File: src/rtl/chip8ie_pkg.sv
// Shared types and constants for the CHIP-8 instruction execute block.
`default_nettype none

package chip8ie_pkg;

    localparam int ADDR_W          = 12;
    localparam int WORD_W          = 16;
    localparam int DATA_W          = 8;
    localparam int REG_NUM_W       = 4;
    localparam int NUM_REGS        = 16;
    localparam int KEYS_W          = 16;
    localparam int STACK_DEPTH_DEF = 16;

    localparam logic [ADDR_W-1:0] PROG_START = 12'h200;
    localparam logic [ADDR_W-1:0] STEP_BYTES = 12'h002;

    localparam logic [WORD_W-1:0] WORD_HALT   = 16'h0000;
    localparam logic [WORD_W-1:0] WORD_CLEAR  = 16'h00E0;
    localparam logic [WORD_W-1:0] WORD_RETURN = 16'h00EE;

    localparam logic [DATA_W-1:0] KEY_SKIP_PRESSED  = 8'h9E;
    localparam logic [DATA_W-1:0] KEY_SKIP_RELEASED = 8'hA1;

    typedef enum logic [3:0] {
        OP_SYS       = 4'h0,
        OP_JUMP      = 4'h1,
        OP_CALL      = 4'h2,
        OP_SKEQ_IMM  = 4'h3,
        OP_SKNE_IMM  = 4'h4,
        OP_SKEQ_REG  = 4'h5,
        OP_LOAD_IMM  = 4'h6,
        OP_ADD_IMM   = 4'h7,
        OP_ALU       = 4'h8,
        OP_SKNE_REG  = 4'h9,
        OP_SET_INDEX = 4'hA,
        OP_JUMP_V0   = 4'hB,
        OP_RANDOM    = 4'hC,
        OP_DRAW      = 4'hD,
        OP_KEY       = 4'hE,
        OP_MISC      = 4'hF
    } t_opcode;

    typedef enum logic [3:0] {
        ALU_MOV  = 4'h0,
        ALU_OR   = 4'h1,
        ALU_AND  = 4'h2,
        ALU_XOR  = 4'h3,
        ALU_ADD  = 4'h4,
        ALU_SUB  = 4'h5,
        ALU_SHR  = 4'h6,
        ALU_SUBN = 4'h7,
        ALU_SHL  = 4'hE
    } t_alu_op;

endpackage

`default_nettype wire

File: src/rtl/chip8_instruction_execute.sv
// Top level of the CHIP-8 instruction execute block.
`default_nettype none

// Executes one CHIP-8 instruction word per transaction.
// Input channel: i_in_valid / o_in_stall carry the instruction word, a random
// byte and the key bitmap. Output channel: o_out_valid / i_out_stall carry the
// next fetch address, the index register, the data register write (if any)
// and the clear and halt flags. One result per instruction.
// An accepted instruction is decoded and executed from the input register and
// its result is loaded into the output register. Throughput is one
// instruction per cycle while the receiver does not stall; the limit is the
// single execute step between the input and output registers, which also
// updates the program counter, index register, register file and return
// stack so the next instruction sees them.
// The register file is a 16-entry memory read synchronously at accept time
// (with bypass from the instruction being executed); the return stack is a
// memory whose top entry is kept prefetched in a register.
// Reset: PC goes to 0x200, index and stack pointer to zero, all data
// registers read as zero (per-entry valid bits), both channels empty.
// When the receiver stalls, the result holds; the input register holds one more
// instruction and o_in_stall rises only when both stages are full.
module chip8_instruction_execute
    import chip8ie_pkg::*;
#(
    parameter int STACK_DEPTH = STACK_DEPTH_DEF
) (
    input  wire logic                 i_clk,
    input  wire logic                 i_rst_n,
    input  wire logic                 i_in_valid,
    output logic                      o_in_stall,
    input  wire logic [WORD_W-1:0]    i_instr_word,
    input  wire logic [DATA_W-1:0]    i_random_byte,
    input  wire logic [KEYS_W-1:0]    i_keys_down,
    output logic                      o_out_valid,
    input  wire logic                 i_out_stall,
    output logic [ADDR_W-1:0]         o_fetch_address,
    output logic [ADDR_W-1:0]         o_index_value,
    output logic                      o_reg_write_valid,
    output logic [REG_NUM_W-1:0]      o_reg_write_number,
    output logic [DATA_W-1:0]         o_reg_write_data,
    output logic                      o_clear_screen,
    output logic                      o_halted
);

    localparam int SP_W = (STACK_DEPTH > 1) ? $clog2(STACK_DEPTH) : 1;
    localparam logic [SP_W-1:0] SP_LAST = SP_W'(STACK_DEPTH - 1);

    // ---------------------------------------------------------------------
    // Handshake
    // ---------------------------------------------------------------------
    logic r_in_valid;
    logic r_out_valid;
    logic out_free;
    logic in_accept;
    logic exec;

    assign out_free   = !r_out_valid || !i_out_stall;
    assign exec       = r_in_valid && out_free;
    assign o_in_stall = r_in_valid && !out_free;
    assign in_accept  = i_in_valid && !o_in_stall;

    // ---------------------------------------------------------------------
    // Input register
    // ---------------------------------------------------------------------
    logic [WORD_W-1:0] r_instr;
    logic [DATA_W-1:0] r_random;
    logic [KEYS_W-1:0] r_keys;

    // ---------------------------------------------------------------------
    // Architectural state
    // ---------------------------------------------------------------------
    logic [ADDR_W-1:0] r_pc;
    logic [ADDR_W-1:0] r_index;
    logic [SP_W-1:0]   r_sp;

    logic [DATA_W-1:0] regfile [NUM_REGS];
    logic [NUM_REGS-1:0] r_reg_written;
    logic [DATA_W-1:0] r_vx;
    logic [DATA_W-1:0] r_vy;
    logic [DATA_W-1:0] r_v0;

    logic [ADDR_W-1:0] stack_mem [STACK_DEPTH];
    logic [ADDR_W-1:0] r_stack_top;

    // ---------------------------------------------------------------------
    // Decode and execute
    // ---------------------------------------------------------------------
    t_opcode           opcode;
    t_alu_op           alu_op;
    logic [REG_NUM_W-1:0] x_num;
    logic [ADDR_W-1:0] nnn;
    logic [DATA_W-1:0] kk;
    logic [ADDR_W-1:0] pc_adv;
    logic              key_hit;
    logic              is_call;
    logic              is_return;
    logic              skip;
    logic              wr;
    logic [DATA_W-1:0] wdata;
    logic              set_index;
    logic [ADDR_W-1:0] n_pc;
    logic [SP_W-1:0]   n_sp;
    logic [SP_W-1:0]   sp_inc;
    logic [SP_W-1:0]   sp_dec;
    logic [SP_W-1:0]   top_addr;

    assign opcode = t_opcode'(r_instr[15:12]);
    assign alu_op = t_alu_op'(r_instr[3:0]);
    assign x_num  = r_instr[11:8];
    assign nnn    = r_instr[11:0];
    assign kk     = r_instr[7:0];
    assign pc_adv = r_pc + STEP_BYTES;

    // Key numbers of 16 or more count as not pressed.
    assign key_hit = (r_vx[7:4] == 4'h0) && r_keys[r_vx[3:0]];

    assign is_call   = (opcode == OP_CALL);
    assign is_return = (r_instr == WORD_RETURN);

    assign sp_inc = (r_sp == SP_LAST) ? '0 : r_sp + 1'b1;
    assign sp_dec = (r_sp == '0) ? SP_LAST : r_sp - 1'b1;

    always_comb begin
        skip      = 1'b0;
        wr        = 1'b0;
        wdata     = '0;
        set_index = 1'b0;
        n_pc      = pc_adv;
        n_sp      = r_sp;
        case (opcode)
            OP_SYS: begin
                if (is_return) begin
                    n_sp = sp_dec;
                    n_pc = r_stack_top;
                end
            end
            OP_JUMP: begin
                n_pc = nnn;
            end
            OP_CALL: begin
                n_sp = sp_inc;
                n_pc = nnn;
            end
            OP_SKEQ_IMM: skip = (r_vx == kk);
            OP_SKNE_IMM: skip = (r_vx != kk);
            OP_SKEQ_REG: skip = (r_vx == r_vy);
            OP_SKNE_REG: skip = (r_vx != r_vy);
            OP_LOAD_IMM: begin
                wr    = 1'b1;
                wdata = kk;
            end
            OP_ADD_IMM: begin
                wr    = 1'b1;
                wdata = r_vx + kk;
            end
            OP_ALU: begin
                wr = 1'b1;
                case (alu_op)
                    ALU_MOV:  wdata = r_vy;
                    ALU_OR:   wdata = r_vx | r_vy;
                    ALU_AND:  wdata = r_vx & r_vy;
                    ALU_XOR:  wdata = r_vx ^ r_vy;
                    ALU_ADD:  wdata = r_vx + r_vy;
                    ALU_SUB:  wdata = r_vx - r_vy;
                    ALU_SUBN: wdata = r_vy - r_vx;
                    ALU_SHR:  wdata = (r_vy[7:3] != '0) ? '0 : r_vx >> r_vy[2:0];
                    ALU_SHL:  wdata = (r_vy[7:3] != '0) ? '0 : r_vx << r_vy[2:0];
                    default:  wr    = 1'b0;
                endcase
            end
            OP_SET_INDEX: set_index = 1'b1;
            OP_JUMP_V0: begin
                n_pc = {4'h0, r_v0} + nnn;
            end
            OP_RANDOM: begin
                wr    = 1'b1;
                wdata = r_random & kk;
            end
            OP_KEY: begin
                if (kk == KEY_SKIP_PRESSED) begin
                    skip = key_hit;
                end else if (kk == KEY_SKIP_RELEASED) begin
                    skip = !key_hit;
                end
            end
            default: begin
                // Draw and the Fxnn group are no-ops here.
            end
        endcase
        if (skip) begin
            n_pc = pc_adv + STEP_BYTES;
        end
    end

    // Top entry after this instruction sits just below the new pointer.
    assign top_addr = (n_sp == '0) ? SP_LAST : n_sp - 1'b1;

    // ---------------------------------------------------------------------
    // Control registers
    // ---------------------------------------------------------------------
    always_ff @(posedge i_clk) begin
        if (!i_rst_n) begin
            r_in_valid    <= 1'b0;
            r_out_valid   <= 1'b0;
            r_pc          <= PROG_START;
            r_index       <= '0;
            r_sp          <= '0;
            r_reg_written <= '0;
        end else begin
            if (in_accept) begin
                r_in_valid <= 1'b1;
            end else if (exec) begin
                r_in_valid <= 1'b0;
            end
            if (exec) begin
                r_out_valid <= 1'b1;
            end else if (!i_out_stall) begin
                r_out_valid <= 1'b0;
            end
            if (exec) begin
                r_pc <= n_pc;
                r_sp <= n_sp;
                if (set_index) begin
                    r_index <= nnn;
                end
                if (wr) begin
                    r_reg_written[x_num] <= 1'b1;
                end
            end
        end
    end

    // Capture the next instruction and its operands.
    always_ff @(posedge i_clk) begin
        if (in_accept) begin
            r_instr  <= i_instr_word;
            r_random <= i_random_byte;
            r_keys   <= i_keys_down;
        end
    end

    // ---------------------------------------------------------------------
    // Register file: write on execute, read on accept with bypass from the
    // instruction retiring in the same cycle. Unwritten entries read zero.
    // ---------------------------------------------------------------------
    always_ff @(posedge i_clk) begin
        if (exec && wr) begin
            regfile[x_num] <= wdata;
        end
    end

    always_ff @(posedge i_clk) begin
        if (in_accept) begin
            if (exec && wr && (x_num == i_instr_word[11:8])) begin
                r_vx <= wdata;
            end else begin
                r_vx <= r_reg_written[i_instr_word[11:8]] ? regfile[i_instr_word[11:8]] : '0;
            end
            if (exec && wr && (x_num == i_instr_word[7:4])) begin
                r_vy <= wdata;
            end else begin
                r_vy <= r_reg_written[i_instr_word[7:4]] ? regfile[i_instr_word[7:4]] : '0;
            end
            if (exec && wr && (x_num == '0)) begin
                r_v0 <= wdata;
            end else begin
                r_v0 <= r_reg_written[0] ? regfile[0] : '0;
            end
        end
    end

    // ---------------------------------------------------------------------
    // Return stack: push writes the advanced PC; the top entry is re-read
    // every cycle from the pointer that follows this instruction.
    // ---------------------------------------------------------------------
    always_ff @(posedge i_clk) begin
        if (exec && is_call) begin
            stack_mem[r_sp] <= pc_adv;
        end
    end

    always_ff @(posedge i_clk) begin
        if (exec && is_call) begin
            r_stack_top <= pc_adv;
        end else begin
            r_stack_top <= stack_mem[exec ? top_addr : sp_dec];
        end
    end

    // ---------------------------------------------------------------------
    // Result register
    // ---------------------------------------------------------------------
    always_ff @(posedge i_clk) begin
        if (exec) begin
            o_fetch_address    <= n_pc;
            o_index_value      <= set_index ? nnn : r_index;
            o_reg_write_valid  <= wr;
            o_reg_write_number <= wr ? x_num : '0;
            o_reg_write_data   <= wr ? wdata : '0;
            o_clear_screen     <= (r_instr == WORD_CLEAR);
            o_halted           <= (r_instr == WORD_HALT);
        end
    end

    assign o_out_valid = r_out_valid;

endmodule

`default_nettype wire

File: config.mk
export PLATFORM = sky130hd
export DESIGN_NAME = chip8_instruction_execute
export DESIGN_NICKNAME = d
export VERILOG_FILES = /design/src/rtl/chip8ie_pkg.sv /design/src/rtl/chip8_instruction_execute.sv
export SDC_FILE = /design/constraint.sdc
export NUM_CORES = 1
export LEC_CHECK = 0
export ABC_AREA = 0
export BUFFER_PORTS_ARGS = -buffer_cell sky130_fd_sc_hd__buf_4
export CAP_MARGIN = 10
export CORE_MARGIN = 8
export CORE_UTILIZATION = 55
export CTS_CLUSTER_SIZE = 16
export DETAILED_ROUTE_END_ITERATION = 8
export GPL_ROUTABILITY_DRIVEN = 0
export PLACE_DENSITY = 0.71
export SYNTH_ARGS = -nofsm -noshare
export SYNTH_HDL_FRONTEND = slang
export SYNTH_SLANG_ARGS = --single-unit
File: constraint.sdc
create_clock -name i_clk -period 11.9 [get_ports i_clk]
set_input_delay 0.595 -clock i_clk [delete_from_list [all_inputs] [get_ports i_clk]]
set_output_delay 0.595 -clock i_clk [all_outputs]
set_load 0.01 [all_outputs]
==> results.yml <==
worst_setup_path:
  cp-end-kind: "flip-flop"
  cp_max_fo: 18
  crit_required_ns: 12.09
  worstPathArrival_ns: 4.80
  worst-setup-path-type: "flip-flop to flip-flop"
  start_kind: "flip-flop"
global_route:
  antenna_found_initial: 0
  grt_max_degree: 65
  grt_pass1_vias: 15000
  overflow: 0
  track_usage_pct: 24.64
  grt_pass1_wl_mm: 92.99
clock_tree:
  numCtsBuffers: 48
  clock_path_buffers: 3
  clk_pin_slew_ns: 0.06
  clk_latency_ns: 0.60
  cts_resized: 0
  htreeDepth: 2
  post_cts_buffers: 0
  clock-sinks: 473
  clk_root_buffer_cell: "clkbuf_16"
  cts-hold-fix-buffers: 0
  tritoncts: "done"
sta:
  slew-limit-headroom_pct: 12.81
  drv_slew: 0
  rsz0062_at_grt: "false"
  min_period_over_period_pct: 38.78
  fin_worst_skew_ns: 0.02679
  period_minus_slack_ns: 4.614
  tightestPinTransition_ns: 1.303
  final_hold_viol_count: 0
  setup_ws_ns: 7.286
  setup_violations: 0
  setup_tns_ns: 0
  timing.hold.ws_ns: 0.1777
  max_clock_freq_mhz: 216.7
yosys:
  synthFlopType: "edfxtp_1"
  ys.warnings.count: 0
  syn_avg_cell_area_um2: 14.44
  synth-async-reset-ratio_pct: 0
  synth_cell_types: 74
  synth-edff-count: 423
  netlist_instances: 1613
  synth_area_um2: 23290
  ys_seq_area_share_pct: 58.82
  ys_ff_latch: 473
  syn-num-nets: 1715
routing:
  drt_wl_total_mm: 61.52
  vias: 15190
  first_iter_violations: 1973
  drtAntennaViolNets: 0
  drt_drc_violations_left: 0
  wire_per_inst_um: 27.16
  routed_via_density: 6.707
  firstDrtPassIters: 6
die:
  fp.dieW_um: 221.8
  initial_core_util_pct: 55.66
  coreArea_um2: 41850
  rows: 75
  ios: 85
  dieArea_um2: 49200
  die_h_um: 221.8
cells_and_area:
  num_antenna_cells: 0
  post-route-util_pct: 62.28
  drive_above_1_share_pct: 22.13
  fin_nets: 1788
  stdcell_count: 2265
  area_delta_synth_final_pct: 11.89
  fillers: 3000
hold_path:
  worst_hold_path_type: "input pin to flip-flop"
job:
  cap_violations: 0
placed_design:
  dp_slack_ns: 7.443
  port_buffers: 84
  placedCellCount: 2174
  hpwl_mm: 39.49
power_and_ir_drop:
  leakagePower_nw: 9.265
  powerDensity_nw_per_um2: 139.2
  irDropWorstVdd_uv: 104.1
outcome:
  status: "finished, final reports clean"
## sequential cells by signal, summed over array words and instances (netlist names), 8 cells and up, named ones only
name and flops:
r_reg_written 16, r_instr 16, r_vx 8, o_fetch_address 12, r_pc 12, r_index 12
o_reg_write_data 8, r_vy 8, r_keys 16, regfile 128, r_v0 8, stack_mem 192
o_index_value 12, r_random 8
## placed cells by master, fill, tap and decap left out, types with 48 or more instances in the layout
master,netlist,final
edfxtp_1,423,423
buf_4,2,119
mux4_2,146,146
ha_1,54,54
nor2_1,112,106
a21oi_1,69,69
nand2_1,85,85
dfxtp_1,50,48
nand3_1,48,48
clkbuf_16,0,49
inv_1,60,59
## per-stage QoR
stage                     instance area, um2  power, mW
after global placement                 24560      2.210
after floorplan                        23290      2.109
after CTS                              26060      3.647
after global routing                   26060      3.735
after detailed placement               24570      2.217
final                                  26060      3.629
## path summary, 6_finish.rpt
path                          to  slack (ns)  cells past startpoint             start
hold / removal       r_instr[14]        0.18                      1  i_instr_word[14]
setup / recovery  regfile[15][7]        7.29                     11        r_instr[2]
hold reg to reg       r_index[2]        0.46                      2        r_index[2]
setup reg to reg  regfile[15][7]        7.29                     11        r_instr[2]
## per-layer routing
metal,up-vias,global-route usage (%),wire length (um)
met1,7686,34.41,25220
met5,-,0,0
li1,6540,-,-
met4,0,8.916,2112
met3,136,3.968,5282
met2,829,38.97,28900
## where the power goes
group | switching (mW) | leakage (nW) | internal [mW] | total (mW)
logic | 0.180 | 4.10 | 0.130 | 0.310
registers | 0.0432 | 4.45 | 1.84 | 1.88
clock network | 0.630 | 0.720 | 0.809 | 1.44
## kinds of logic after synthesis
group	after synthesis	synth area share (%)
fa+ha+maj	58	3.244
xor+xnor	49	1.842
flops	473	58.82
simple gates	414	8.878
compound gates	258	7.428
buf+inv	159	2.750
mux	202	17.03
## cells in the mapped netlist (11+ instances only)
master	number	area (um2)
edfxtp_1	423	12700
mux4_2	146	3288
nor2_1	112	420.4
nand2_1	85	319.1
a21oi_1	69	345.3
inv_1	60	225.2
clkbuf_1	59	221.5
ha_1	54	675.7
dfxtp_1	50	1001
nand3_1	48	240.2
o21ai_0	42	210.2
mux2i_1	33	330.3
nor3_1	33	165.2
xnor2_1	28	245.2
buf_2	22	110.1
xor2_1	21	183.9
and3_1	20	125.1
nand2b_1	20	125.1
nor2b_1	20	125.1
nor4_1	20	125.1
o22ai_1	18	112.6
mux2_2	17	191.4
a211oi_1	15	112.6
buf_1	13	48.80
a22oi_1	12	90.09
and2_1	12	75.07
a31oi_1	11	68.82
## layout make-up
class / instances / area (um2) / area share, %
Timing Repair Buffer: 121 / 909.6 / 3.490
Sequential cell: 473 / 13710 / 52.59
Inverter: 61 / 229.0 / 0.8785
Multi-Input combinational cell: 981 / 9060 / 34.76
Clock inverter: 27 / 196.4 / 0.7537
Tap cell: 539 / 674.4 / 2.587
Clock buffer: 63 / 1289 / 4.945
## critical path: stages (launching register included)
cell,delay (ns)
edfxtp_1,0.79
nor2b_1,0.30
and3_1,0.35
mux2i_1,0.31
ha_1,0.28
nor2b_1,0.13
o21a_1,0.19
o211a_1,0.25
nor4_1,0.37
nor4_1,0.11
o31ai_1,0.61
nand2_1,0.51
Power figures use the tool's default switching activity.
